## src/rtl/core/mct_pkg.sv

```systemverilog
// ----------------------------------------------------------------------------
// mct_pkg: shared types and constants for the MIDI clock tracker
// Beat payload structs, command and mode codes, run states and the
// modulo-six helper used for the 16th pulse.
// ----------------------------------------------------------------------------
`default_nettype none

package mct_pkg;

   // Width of the wrapping step counters (8 to 16)
   localparam int CNT_W    = 8;
   localparam int STAMP_W  = 16;
   localparam int WEIGHT_W = 9;
   localparam int CSR_W    = 16;
   localparam int CSR_IDX_W = 2;

   localparam logic [WEIGHT_W-1:0] WEIGHT_FULL  = WEIGHT_W'(256);
   localparam logic [WEIGHT_W-1:0] WEIGHT_RESET = WEIGHT_W'(220);
   localparam logic [STAMP_W-1:0]  BASE_RESET   = STAMP_W'(1286);
   localparam int PHASE_SHIFT  = 4;   // elapsed time / 16
   localparam int BLEND_SHIFT  = 8;   // weights out of 256

   // Commands
   localparam logic [2:0] CMD_TICK       = 3'd0;
   localparam logic [2:0] CMD_EXT_CLOCK  = 3'd1;
   localparam logic [2:0] CMD_EXT_START  = 3'd2;
   localparam logic [2:0] CMD_EXT_STOP   = 3'd3;
   localparam logic [2:0] CMD_INT_START  = 3'd4;
   localparam logic [2:0] CMD_INT_STOP   = 3'd5;
   localparam logic [2:0] CMD_INT_PAUSE  = 3'd6;

   // Clock modes
   localparam logic [1:0] MODE_INTERNAL = 2'd1;
   localparam logic [1:0] MODE_EXTERNAL = 2'd2;

   // Register indexes
   localparam logic [CSR_IDX_W-1:0] REG_CLOCK_MODE    = 2'd0;
   localparam logic [CSR_IDX_W-1:0] REG_TX_ENABLE     = 2'd1;
   localparam logic [CSR_IDX_W-1:0] REG_BASE_INTERVAL = 2'd2;
   localparam logic [CSR_IDX_W-1:0] REG_PLL_WEIGHT    = 2'd3;

   // MIDI realtime bytes
   localparam logic [7:0] BYTE_CLOCK = 8'hF8;
   localparam logic [7:0] BYTE_START = 8'hFA;
   localparam logic [7:0] BYTE_STOP  = 8'hFC;
   localparam logic [7:0] BYTE_NONE  = 8'h00;

   typedef enum logic [1:0] {
      RUN_PAUSED   = 2'd0,
      RUN_STARTING = 2'd1,
      RUN_STARTED  = 2'd2
   } run_state_type;

   typedef struct packed {
      logic [2:0]         command;
      logic [STAMP_W-1:0] timestamp;
   } req_beat_type;

   typedef struct packed {
      logic               pulse_96th;
      logic               pulse_16th;
      logic               send_valid;
      logic [7:0]         send_byte;
      logic [1:0]         run_status;
      logic [STAMP_W-1:0] beat_interval;
   } rsp_beat_type;

   localparam int CNT_DIGITS = (CNT_W + 1) / 2;

   // x mod 6 == 1: x odd and x mod 3 == 1. Base-4 digits each count once
   // mod 3, so a running sum of digits folded below 3 gives x mod 3.
   function automatic logic is_mod6_one(input logic [CNT_W-1:0] x);
      logic [2*CNT_DIGITS-1:0] xe;
      logic [2:0]              acc;
      xe  = (2*CNT_DIGITS)'(x);
      acc = 3'd0;
      for (int i = 0; i < CNT_DIGITS; i++) begin
         acc = acc + {1'b0, xe[2*i +: 2]};
         if (acc >= 3'd3) begin
            acc = acc - 3'd3;
         end
      end
      return x[0] && (acc == 3'd1);
   endfunction

endpackage

`default_nettype wire

```

## src/rtl/core/midi_clock_tracker_core.sv

```systemverilog
// ----------------------------------------------------------------------------
// midi_clock_tracker_core: MIDI clock generator and follower
// Pipeline: the req beat is captured in the input register, then one pass
//   of update logic fills the result register once that one is free or
//   drains; rsp_stall can hold the beat in the input register in between.
// Throughput: one beat per cycle while rsp_stall is low; the single-pass
//   update of the tracker state sets this, and an empty input register lets
//   a new beat in while a finished one waits on rsp_stall.
// Reset: synchronous, active high; clears control state, loads interval
//   estimate with 1286 and the smoothing weight with 220. No clearing pass.
// ----------------------------------------------------------------------------
`default_nettype none

module midi_clock_tracker_core
   import mct_pkg::*;
(
   input  wire logic                 clock,
   input  wire logic                 reset,
   // request channel
   input  wire logic                 req_valid,
   output      logic                 req_stall,
   input  wire req_beat_type         req_data,
   // response channel
   output      logic                 rsp_valid,
   input  wire logic                 rsp_stall,
   output      rsp_beat_type         rsp_data,
   // configuration
   input  wire logic                 csr_write_en,
   input  wire logic [CSR_IDX_W-1:0] csr_index,
   input  wire logic [CSR_W-1:0]     csr_wdata
);

   // ---------------------------------------------------------------------
   // Configuration registers
   // ---------------------------------------------------------------------
   logic [1:0]          clock_mode_ff,   clock_mode_in;
   logic                tx_enable_ff,    tx_enable_in;
   logic [WEIGHT_W-1:0] pll_weight_ff,   pll_weight_in;

   // ---------------------------------------------------------------------
   // Tracker state
   // ---------------------------------------------------------------------
   run_state_type       run_state_ff,    run_state_in;
   logic [STAMP_W-1:0]  countdown_ff,    countdown_in;
   logic [STAMP_W-1:0]  last_stamp_ff,   last_stamp_in;
   logic [STAMP_W-1:0]  interval_ff,     interval_in;
   logic [CNT_W-1:0]    out_count_ff,    out_count_in;
   logic [CNT_W-1:0]    in_count_ff,     in_count_in;

   // ---------------------------------------------------------------------
   // Pipeline: input register, result register
   // ---------------------------------------------------------------------
   logic                stg_valid_ff,    stg_valid_in;
   req_beat_type        stg_data_ff,     stg_data_in;
   logic                rsp_valid_ff,    rsp_valid_in;
   rsp_beat_type        rsp_data_ff,     rsp_data_in;

   logic                advance;

   // Stage moves into the result register when that one is free or drains.
   assign advance      = stg_valid_ff && (!rsp_valid_ff || !rsp_stall);
   assign req_stall    = stg_valid_ff && !advance;
   assign stg_valid_in = (req_valid && !req_stall) || (stg_valid_ff && !advance);
   assign stg_data_in  = (req_valid && !req_stall) ? req_data : stg_data_ff;
   assign rsp_valid_in = advance || (rsp_valid_ff && rsp_stall);

   assign rsp_valid = rsp_valid_ff;
   assign rsp_data  = rsp_data_ff;

   // ---------------------------------------------------------------------
   // Datapath pieces that do not depend on the command
   // ---------------------------------------------------------------------
   logic [STAMP_W-1:0]            elapsed;
   logic [WEIGHT_W-1:0]           weight_sat;
   logic [WEIGHT_W-1:0]           weight_new;
   logic [STAMP_W+WEIGHT_W-1:0]   blend_old;
   logic [STAMP_W+WEIGHT_W-1:0]   blend_new;
   logic [STAMP_W+WEIGHT_W-1:0]   blend_sum;
   logic [STAMP_W-1:0]            blended;
   logic [CNT_W-1:0]              in_count_inc;

   // Elapsed time since the last external clock, wraps at 65536
   assign elapsed    = stg_data_ff.timestamp - last_stamp_ff;
   assign weight_sat = (pll_weight_ff > WEIGHT_FULL) ? WEIGHT_FULL : pll_weight_ff;
   assign weight_new = WEIGHT_FULL - weight_sat;
   // Two independent 16x9 products, then one add
   assign blend_old  = interval_ff * weight_sat;
   assign blend_new  = elapsed * weight_new;
   assign blend_sum  = blend_old + blend_new;
   assign blended    = blend_sum[BLEND_SHIFT +: STAMP_W];
   assign in_count_inc = in_count_ff + CNT_W'(1);

   // Tick path: counter step, resync to input count, phase correction
   logic [CNT_W-1:0]   out_count_inc;
   logic [CNT_W:0]     in_count_next;
   logic               resync;
   logic [CNT_W-1:0]   out_count_tick;
   logic [STAMP_W-1:0] pull_amount;
   logic [STAMP_W-1:0] pulled;
   logic [STAMP_W-1:0] push_amount;
   logic [STAMP_W:0]   push_sum;
   logic [STAMP_W-1:0] pushed;
   logic [STAMP_W-1:0] reload_ext;

   assign out_count_inc  = out_count_ff + CNT_W'(1);
   assign in_count_next  = {1'b0, in_count_ff} + (CNT_W+1)'(1);
   assign resync         = (out_count_inc < in_count_ff)
                        || ({1'b0, out_count_inc} > in_count_next);
   assign out_count_tick = resync ? in_count_ff : out_count_inc;

   // Behind the source: pull the reload earlier by elapsed/16, floor at 0
   assign pull_amount = elapsed >> PHASE_SHIFT;
   assign pulled      = (interval_ff > pull_amount) ? interval_ff - pull_amount
                                                    : '0;
   // One step ahead: stretch the reload, saturate at full scale
   assign push_amount = (interval_ff - elapsed) >> PHASE_SHIFT;
   assign push_sum    = {1'b0, interval_ff} + {1'b0, push_amount};
   assign pushed      = push_sum[STAMP_W] ? '1 : push_sum[STAMP_W-1:0];

   always_comb begin
      if (out_count_tick <= in_count_ff) begin
         reload_ext = pulled;
      end else if (interval_ff > elapsed) begin
         reload_ext = pushed;
      end else begin
         reload_ext = interval_ff;
      end
   end

   // ---------------------------------------------------------------------
   // Per-beat update and result
   // ---------------------------------------------------------------------
   logic       pulse_96th;
   logic       pulse_16th;
   logic       send_valid;
   logic [7:0] send_byte;
   logic       int_mode;
   logic       ext_mode;

   assign int_mode = (clock_mode_ff == MODE_INTERNAL);
   assign ext_mode = (clock_mode_ff == MODE_EXTERNAL);

   always_comb begin
      clock_mode_in = clock_mode_ff;
      tx_enable_in  = tx_enable_ff;
      pll_weight_in = pll_weight_ff;
      run_state_in  = run_state_ff;
      countdown_in  = countdown_ff;
      last_stamp_in = last_stamp_ff;
      interval_in   = interval_ff;
      out_count_in  = out_count_ff;
      in_count_in   = in_count_ff;
      pulse_96th    = 1'b0;
      pulse_16th    = 1'b0;
      send_valid    = 1'b0;
      send_byte     = BYTE_NONE;

      if (advance) begin
         case (stg_data_ff.command)
            CMD_TICK: begin
               if (countdown_ff != '0) begin
                  countdown_in = countdown_ff - STAMP_W'(1);
               end else begin
                  pulse_96th = 1'b1;
                  if (ext_mode) begin
                     out_count_in = out_count_tick;
                     countdown_in = reload_ext;
                     pulse_16th   = is_mod6_one(out_count_tick);
                  end else begin
                     out_count_in = out_count_inc;
                     countdown_in = interval_ff;
                     pulse_16th   = is_mod6_one(out_count_inc);
                     if (int_mode && tx_enable_ff) begin
                        send_valid = 1'b1;
                        send_byte  = BYTE_CLOCK;
                     end
                  end
               end
            end
            CMD_EXT_CLOCK: begin
               // measured in every mode
               last_stamp_in = stg_data_ff.timestamp;
               in_count_in   = in_count_inc;
               if (run_state_ff == RUN_STARTING) begin
                  run_state_in = RUN_STARTED;
               end else if (run_state_ff == RUN_STARTED) begin
                  // an input count of 2 takes the raw period, later clocks blend
                  interval_in = (in_count_inc == CNT_W'(2)) ? elapsed : blended;
               end
            end
            CMD_EXT_START: begin
               if (ext_mode) begin
                  pll_weight_in = WEIGHT_RESET;
                  countdown_in  = '0;
                  last_stamp_in = '0;
                  out_count_in  = '0;
                  in_count_in   = '0;
                  run_state_in  = RUN_STARTING;
               end
            end
            CMD_EXT_STOP: begin
               if (ext_mode) begin
                  run_state_in = RUN_PAUSED;
               end
            end
            CMD_INT_START, CMD_INT_STOP, CMD_INT_PAUSE: begin
               if (int_mode) begin
                  if (stg_data_ff.command == CMD_INT_START
                      || (stg_data_ff.command == CMD_INT_PAUSE
                          && run_state_ff == RUN_PAUSED)) begin
                     run_state_in = RUN_STARTED;
                     out_count_in = '0;
                     send_byte    = tx_enable_ff ? BYTE_START : BYTE_NONE;
                  end else begin
                     run_state_in = RUN_PAUSED;
                     send_byte    = tx_enable_ff ? BYTE_STOP : BYTE_NONE;
                  end
                  send_valid = tx_enable_ff;
               end
            end
            default: begin
               // unused command: report state only
            end
         endcase
      end

      // Register writes are to arrive only while the block is idle; the block itself does not enforce this.
      if (csr_write_en) begin
         case (csr_index)
            REG_CLOCK_MODE:    clock_mode_in = csr_wdata[1:0];
            REG_TX_ENABLE:     tx_enable_in  = csr_wdata[0];
            REG_BASE_INTERVAL: interval_in   = csr_wdata[STAMP_W-1:0];
            REG_PLL_WEIGHT:    pll_weight_in = csr_wdata[WEIGHT_W-1:0];
            default: begin
            end
         endcase
      end

      rsp_data_in               = rsp_data_ff;
      if (advance) begin
         rsp_data_in.pulse_96th    = pulse_96th;
         rsp_data_in.pulse_16th    = pulse_16th;
         rsp_data_in.send_valid    = send_valid;
         rsp_data_in.send_byte     = send_byte;
         rsp_data_in.run_status    = run_state_in;
         rsp_data_in.beat_interval = interval_in;
      end
   end

   // ---------------------------------------------------------------------
   // Registers
   // ---------------------------------------------------------------------
   always_ff @(posedge clock) begin
      if (reset) begin
         clock_mode_ff <= '0;
         tx_enable_ff  <= 1'b0;
         pll_weight_ff <= WEIGHT_RESET;
         run_state_ff  <= RUN_PAUSED;
         countdown_ff  <= '0;
         last_stamp_ff <= '0;
         interval_ff   <= BASE_RESET;
         out_count_ff  <= '0;
         in_count_ff   <= '0;
         stg_valid_ff  <= 1'b0;
         rsp_valid_ff  <= 1'b0;
      end else begin
         clock_mode_ff <= clock_mode_in;
         tx_enable_ff  <= tx_enable_in;
         pll_weight_ff <= pll_weight_in;
         run_state_ff  <= run_state_in;
         countdown_ff  <= countdown_in;
         last_stamp_ff <= last_stamp_in;
         interval_ff   <= interval_in;
         out_count_ff  <= out_count_in;
         in_count_ff   <= in_count_in;
         stg_valid_ff  <= stg_valid_in;
         rsp_valid_ff  <= rsp_valid_in;
      end
   end

   // payload registers, no reset
   always_ff @(posedge clock) begin
      stg_data_ff <= stg_data_in;
      rsp_data_ff <= rsp_data_in;
   end

   // ---------------------------------------------------------------------
   // Assertions
   // ---------------------------------------------------------------------
   // A running countdown steps down by exactly one per tick beat.
   a_countdown_step: assert property (@(posedge clock) disable iff (reset)
      advance && stg_data_ff.command == CMD_TICK && countdown_ff != '0
      |=> countdown_ff == $past(countdown_ff) - STAMP_W'(1))
      else $error("countdown did not step down by one");

   // A 16th pulse only ever rides on a 96th pulse.
   a_16th_on_96th: assert property (@(posedge clock) disable iff (reset)
      rsp_valid_ff && rsp_data_ff.pulse_16th |-> rsp_data_ff.pulse_96th)
      else $error("16th pulse without 96th pulse");

   // A sent byte only comes out of internal mode with transmit on.
   a_send_gated: assert property (@(posedge clock) disable iff (reset)
      advance && send_valid |-> int_mode && tx_enable_ff)
      else $error("MIDI byte sent outside internal transmit");

   // Input is held off only while the stage is occupied and blocked.
   a_stall_cause: assert property (@(posedge clock) disable iff (reset)
      req_stall |-> stg_valid_ff && rsp_valid_ff && rsp_stall)
      else $error("request stalled without a blocked result");

endmodule

`default_nettype wire
```

## config.mk

```make
export PLATFORM = sky130hd
export DESIGN_NAME = midi_clock_tracker_core
export DESIGN_NICKNAME = d
export VERILOG_FILES = /design/src/rtl/core/mct_pkg.sv /design/src/rtl/core/midi_clock_tracker_core.sv
export SDC_FILE = /design/constraint.sdc
export NUM_CORES = 1
export LEC_CHECK = 0
export BUFFER_PORTS_ARGS = -buffer_cell sky130_fd_sc_hd__buf_2
export CORE_ASPECT_RATIO = 0.6
export CORE_UTILIZATION = 56
export CTS_BUF_LIST = sky130_fd_sc_hd__clkbuf_16
export CTS_CLUSTER_DIAMETER = 120
export DETAILED_ROUTE_END_ITERATION = 10
export MAX_ROUTING_LAYER = met4
export PLACE_DENSITY = 0.8
export SLEW_MARGIN = 20
export SYNTH_ARGS = -nofsm -noshare
export SYNTH_HDL_FRONTEND = slang
export SYNTH_SLANG_ARGS = --single-unit
export TNS_END_PERCENT = 5
```

## constraint.sdc

```tcl
create_clock -name clock -period 8.8 [get_ports clock]
set_clock_uncertainty 0.05 [all_clocks]
set_input_delay 0 -clock clock [delete_from_list [all_inputs] [get_ports clock]]
set_output_delay 0 -clock clock [all_outputs]
set_load 0.02 [all_outputs]
```

Word level (Yosys, flattened, before mapping):

Cells that the tools add are included.

* add/sub/neg operators: 24
* $mul: 2
* $lt $le $gt $ge: 14
* eq/ne operators: 20
* multiplexer cells: 92
* bitwise gates (word level): 1
* reduce and logical (&&, ||, !) cells: 31

Operator list (number)
* 2-to-1 mux 16 bit: 14
* 2-to-1 mux 3 bit: 40
* 2-to-1 mux 8 bit: 13
* one-hot mux 16 bit (2 select lines): 2
* 2-to-1 mux 9 bit: 6
* multiplier 16 x 9 -> 24 bit: 2
* one-hot mux 8 bit (2 select lines): 2
* subtractor 16 bit: 2
* adder 24 bit: 1
* one-hot mux 8 bit (3 select lines): 1
* adder 3 x 2 -> 3 bit: 6
* greater-or-equal comparator 3 x 2 -> 1 bit (second input constant): 6
* subtractor 3 x 2 -> 3 bit (second input constant): 6
* adder 16 x 12 -> 17 bit: 1
* adder 8 x 1 -> 8 bit (second input constant): 2
* > comparator 16 x 12 -> 1 bit: 1
* > comparator 16 bit: 1
* nonzero test 16 bit: 1
* subtractor 16 x 1 -> 16 bit (second input constant): 1
* subtractor 16 x 12 -> 16 bit: 1
* 2-to-1 mux 2 bit: 6
* adder 8 x 1 -> 9 bit (second input constant): 1
* equality test 3 x 1 -> 1 bit (second input constant): 3
* equality test 3 bit (second input constant): 3
* 28 further kinds: 62

* register bits after elaboration: 128
* input bits: 42
* output and inout bits: 31
* word-level logic and storage cells: 203

Longest topological paths before layout:

* word-level depth: 34
* mapped depth: 37
* gate-level depth less buffers: 36

Least setup slack after synthesis:

OpenSTA, ideal clock, no wires.

* path type: register to register
* start point: reg stg_data_ff[0] (netlist bit)
* end point: reg rsp_data_ff, in the netlist rsp_data[15] (data pin)
* library setup time: 0.272 ns
* arrival: 7.638 ns
* data required time: 8.478 ns
* setup slack: 0.840 ns
* cell stages (with the launch flop): 32
* path buffers: 0
* clock period less this slack: 7.960 ns
* cell sequence: edfxtp_1 inv_1 ha_1 inv_1 fa_1 a211oi_1 o21ai_0 a21oi_1 o21ai_1 a21o_1 a21oi_1 xnor2_1 nand2_1 fa_1 inv_1 fa_1 fa_1 fa_1 fa_1 inv_1 fa_1 inv_1 ha_1 a211oi_1 nor2_1 nor4_1 o21ai_0 a311oi_2 xor2_1 a2111oi_4 a311oi_2 a21oi_1

* cells in the longest elaborated chain, start to end: 10

Ends and longest elaborated chain
* from (decl): line midi_clock_tracker_core.sv:54 `req_beat_type stg_data_ff, stg_data_in;`
* from (signal assigned): line midi_clock_tracker_core.sv:283 `stg_data_ff <= stg_data_in;`
* subtractor 16 bit *: line midi_clock_tracker_core.sv:83 `assign elapsed = stg_data_ff.timestamp - last_stamp_ff;`
* multiplier 16 x 9 -> 24 bit: line midi_clock_tracker_core.sv:88 `assign blend_new = elapsed * weight_new;`
* adder 24 bit: line midi_clock_tracker_core.sv:89 `assign blend_sum = blend_old + blend_new;`
* 2-to-1 mux 16 bit *: line midi_clock_tracker_core.sv:188 `interval_in = (in_count_inc == CNT_W'(2)) ? elapsed : blended;`
* 2-to-1 mux 16 bit *: line midi_clock_tracker_core.sv:186 `end else if (run_state_ff == RUN_STARTED) begin`
* 2-to-1 mux 16 bit *: line midi_clock_tracker_core.sv:184 `if (run_state_ff == RUN_STARTING) begin`
* 2-to-1 mux 16 bit *: line midi_clock_tracker_core.sv:159 `case (stg_data_ff.command)`
* 2-to-1 mux 16 bit *: line midi_clock_tracker_core.sv:158 `if (advance) begin`
* 2-to-1 mux 16 bit: line midi_clock_tracker_core.sv:229 `case (csr_index)`
* 2-to-1 mux 16 bit *: line midi_clock_tracker_core.sv:228 `if (csr_write_en) begin`
* net interval_in[15]: line midi_clock_tracker_core.sv:46 `logic [STAMP_W-1:0] interval_ff, interval_in;`
* to (signal assigned): line midi_clock_tracker_core.sv:284 `rsp_data_ff <= rsp_data_in;`
* to (decl): line midi_clock_tracker_core.sv:56 `rsp_beat_type rsp_data_ff, rsp_data_in;`

Mark *: on every way through the listed nets, which the timed path passes. The rest lies on a longest branch.
A chain may end at the register's enable or synchronous reset.

Worst setup path in the final report:

* start point: reg out_count_ff[2]
* end point: reg rsp_data_ff, in the netlist rsp_data[27] (data pin)

* cells in the longest elaborated chain, start to end: 34
* elaborated cells on any way between the ends: 65
* classes of those cells: add/sub (14); order compare (9); eq/ne (2); mux (37); reduce/logical (3)

Ends and longest elaborated chain
* from (decl): line midi_clock_tracker_core.sv:47 `logic [CNT_W-1:0] out_count_ff, out_count_in;`
* from (signal assigned): line midi_clock_tracker_core.sv:274 `out_count_ff <= out_count_in;`
* adder 8 x 1 -> 8 bit *: line midi_clock_tracker_core.sv:105 `assign out_count_inc = out_count_ff + CNT_W'(1);`
* > comparator 8 x 9 -> 1 bit / < comparator 8 bit (equally long branches): line midi_clock_tracker_core.sv:108, midi_clock_tracker_core.sv:107
* logical OR 1 bit: line midi_clock_tracker_core.sv:108 `|| ({1'b0, out_count_inc} > in_count_next);`
* 2-to-1 mux 8 bit: line midi_clock_tracker_core.sv:109 `assign out_count_tick = resync ? in_count_ff : out_count_inc;`
* subtractor 2 x 2 -> 3 bit / greater-or-equal comparator 2 bit (equally long branches): line mct_pkg.sv:80, mct_pkg.sv:79
* 2-to-1 mux 3 bit: line mct_pkg.sv:79 `if (acc >= 3'd3) begin`
* 2-to-1 mux 3 bit: line midi_clock_tracker_core.sv:165 `if (ext_mode) begin`
* 2-to-1 mux 3 bit: line midi_clock_tracker_core.sv:161 `if (countdown_ff != '0) begin`
* (+18 left out)
* 2-to-1 mux 3 bit: line mct_pkg.sv:79
* 2-to-1 mux 3 bit: line midi_clock_tracker_core.sv:165
* 2-to-1 mux 3 bit: line midi_clock_tracker_core.sv:161
* 2-to-1 mux 3 bit: line midi_clock_tracker_core.sv:159
* 2-to-1 mux 3 bit: line midi_clock_tracker_core.sv:158
* equality test 3 x 1 -> 1 bit: line mct_pkg.sv:83 `return x[0] && (acc == 3'd1);`
* logical AND 1 bit: line mct_pkg.sv:83
* 2-to-1 mux 1 bit *: line midi_clock_tracker_core.sv:165

Mark *: on every way between the ends. The rest lies on a longest branch, timed or not. The select of a mux whose other input is x is not followed.

==> results.yml <==
clocking:
  insertion_delay_ns: 0.43
  clk_pin_slew_worst_paths_ns: 0.07
  cts_tree: "built"
  clock-root-buffer: "clkbuf_16"
  cts.sinks: 122
  cts-htree-levels: 4
  cts_buffers: 17
  cts_max_path_buffers: 2
placed_design:
  post_dp_cell_area_um2: 19900
  place.gp.congestion: 1.05
  dp_hpwl_um: 47400
  port_buffers: 71
  place_inst: 2770
setup_path:
  worstSetupEndpointType: "flop"
  critical_path.max_stage_delay_ns: 0.57
  timing.rr.start: "out_count_ff[2]"
  cp-startpoint: "out_count_ff[2]"
  startpoint_type: "flop"
  crit_path_top_delay_cell: "fa_1"
  cpMostUsedCell: "ha_1"
  crit_type: "reg2reg"
  cp.arrival_ns: 8.70
  worst-path-max-fanout: 20
  required_ns: 9.01
global_route:
  grt_overflow: 0
  grt.total_usage_pct: 37.1
  antenna_found_initial: 0
  grt_pass1_wl_um: 94200
  grt_pass1_vias: 16700
  grt_max_degree: 64
logic_synthesis:
  synth_flop_cell: "dfxtp_1"
  netlist_instances: 2273
  synth_top_area_share_pct: 25.8
  syn_area_um2: 18800
  synthArstFlopShare_pct: 0
  ys_ff_latch: 122
  ys_seq_area_share_pct: 15.2
  synthTopCellsByArea: "fa_1, ha_1, dfxtp_1, inv_1, edfxtp_1"
  synth_area_leader_cell: "fa_1"
  synth_cell_types: 83
  syn_avg_cell_area_um2: 8.27
  synth_edf_count: 42
  synth_nets: 2730
  ys_warn_count: 0
worst_hold_path:
  min_path_type: "in2reg"
  holdCritStartpoint: "reset"
timing:
  hold_slack_ns: 0.180
  layout_worst_path_cycle_share_pct: 96.5
  slew_viol_final: 0
  clock.fmax_mhz: 118
  setup_violations: 0
  tns_ns: 0
  worstMarginPinSlew_ns: 1.24
  finalHoldViolations: 0
  final.min_clock_period_ns: 8.49
  max-slew-margin-rel_pct: 16.4
  rsz0062_at_grt: "true"
routing:
  wl_um: 59900
  wl_per_cell_um: 21.0
  dr.pass1.iters: 7
  routed_via_density: 6.07
  vias: 17300
  final_antenna_net_count: 0
  drc: 0
  first_iter_violations: 2280
pwr:
  power.density_nw_per_um2: 319
  p_leak_nw: 9.94
  ir_drop_mv: 1.08
floorplan:
  die_h_um: 144
  core_area_um2: 32700
  fp-row-count: 51
  io_pins: 73
  initial_utilization_pct: 57.4
  die_area_um2: 34300
  die_w_um: 239
cells_and_area:
  final_area_um2: 21000
  design.final.nets: 2840
  finish.utilization_pct: 64.3
  multi_input_area_um2: 14300
  diodes: 0
  final_cells: 2846
  fill_cells: 2688
  seqCellArea_um2: 2870
  drive_gt1_share_pct: 9.68
  area_growth_pct: 11.9
run_status:
  status: "finished, final reports clean"
run:
  maxCapViolCount: 0
[layout make-up]
type	instances	share of cell area, %
sequential	122	13.6
clock buffer	17	2.02
inverter	363	6.48
tap	450	2.68
clock inverter	15	0.892
timing repair buffer	189	6.40
multi-input combinational	1690	67.9
[worst max-delay path: cells and delay by family, from the launching register on]
| kind | cells | cell delay (ns) |
|---|---|---|
| mux | 2 | 0.31 |
| compound gates | 8 | 1.38 |
| flops | 1 | 0.42 |
| xor+xnor | 1 | 0.28 |
| simple gates | 9 | 1.84 |
| fa+ha+maj | 13 | 3.64 |
| buf+inv | 3 | 0.35 |
[state kept, by name (all words and copies together), names as in the netlist, 8 cells and up]
signal         cells
interval_ff       16
last_stamp_ff     16
rsp_data          23
out_count_ff       8
in_count_ff        8
countdown_ff      16
stg_data_ff       19
pll_weight_ff      9
[metal layers]
| metal | track usage, % | vias to the layer above | part of all wire, % |
|---|---|---|---|
| met3 | 10.3 | 149 | 14 |
| met2 | 51.9 | 1151 | 41 |
| li1 | - | 7653 | - |
| met5 | - | - | 0 |
| met4 | 10.2 | 0 | 3.1 |
| met1 | 52.2 | 8324 | 42 |
[cells in the final DEF, fill, tap and decap left out, types with 9 or more instances in the layout]
cell and instances:
xor2_1 33, nand3_1 63, inv_1 364, dlygate4sd3_1 42, a31oi_1 15, a21o_1 23
and3_1 16, o211ai_1 14, buf_4 76, nand2b_1 24, ha_1 172, o21ai_1 9
a22oi_1 11, buf_2 71, a311oi_1 9, nor2_1 175, clkbuf_16 17, o22ai_1 15
or3_1 14, xnor2_1 54, a21oi_1 117, a211oi_1 17, nand2_1 287, dfxtp_1 77
o21ai_0 78, edfxtp_1 42, and2_1 69, nor2b_1 23, o21a_1 19, nand4_1 10
nor3_1 40, fa_1 242
[where the power goes]
group	switching (mW)	internal, mW
combinational	3.33	2.00
clock	0.300	0.452
sequential	0.0205	0.603
[synthesized netlist by cell type (42+ instances only)]
cell      number
xnor2_1       59
dfxtp_1       80
fa_1         242
nor2_1       175
o21ai_0       81
and2_1        69
edfxtp_1      42
clkbuf_1      76
nand3_1       63
ha_1         173
a21oi_1      119
inv_1        363
nand2_1      287
[logic make-up (layout without fill, tap and decap cells)]
| group | count (synthesis) | count (layout) | synth area share, % |
|---|---|---|---|
| simple gates | 775 | 775 | 19.5 |
| flops | 122 | 122 | 15.2 |
| mux | 12 | 12 | 0.652 |
| fa+ha+maj | 415 | 415 | 37.3 |
| other cells | 1 | 1 | 0.0199 |
| buf+inv | 461 | 584 | 9.42 |
| compound gates | 391 | 391 | 13.4 |
| xor+xnor | 96 | 96 | 4.55 |
[what timing repair did]
item	CTS	global route
hold endpoints to repair	58	0
setup endpoints to repair	0	17
gates resized for setup	0	23
hold buffers	42	0
setup buffers	0	2
[worst paths after layout]
| path | to | slack (ns) | depth (start not counted) |
|---|---|---|---|
| min | in_count_ff[3] | 0.18 | 3 |
| max | rsp_data[27] | 0.31 | 36 |
| min reg2reg | last_stamp_ff[9] | 0.40 | 2 |
| max reg2reg | rsp_data[27] | 0.31 | 36 |
[through the flow]
stage / setup WS (ns) / power, mW
floorplan: 0.840 / 4.05
global placement: 0.361 / 5.66
detailed placement: 0.123 / 5.77
CTS: 0.0620 / 6.57
global route: -0.0761 / 7.29
finish: 0.307 / 6.70
No activity file was read; power rests on OpenSTA's default activity.
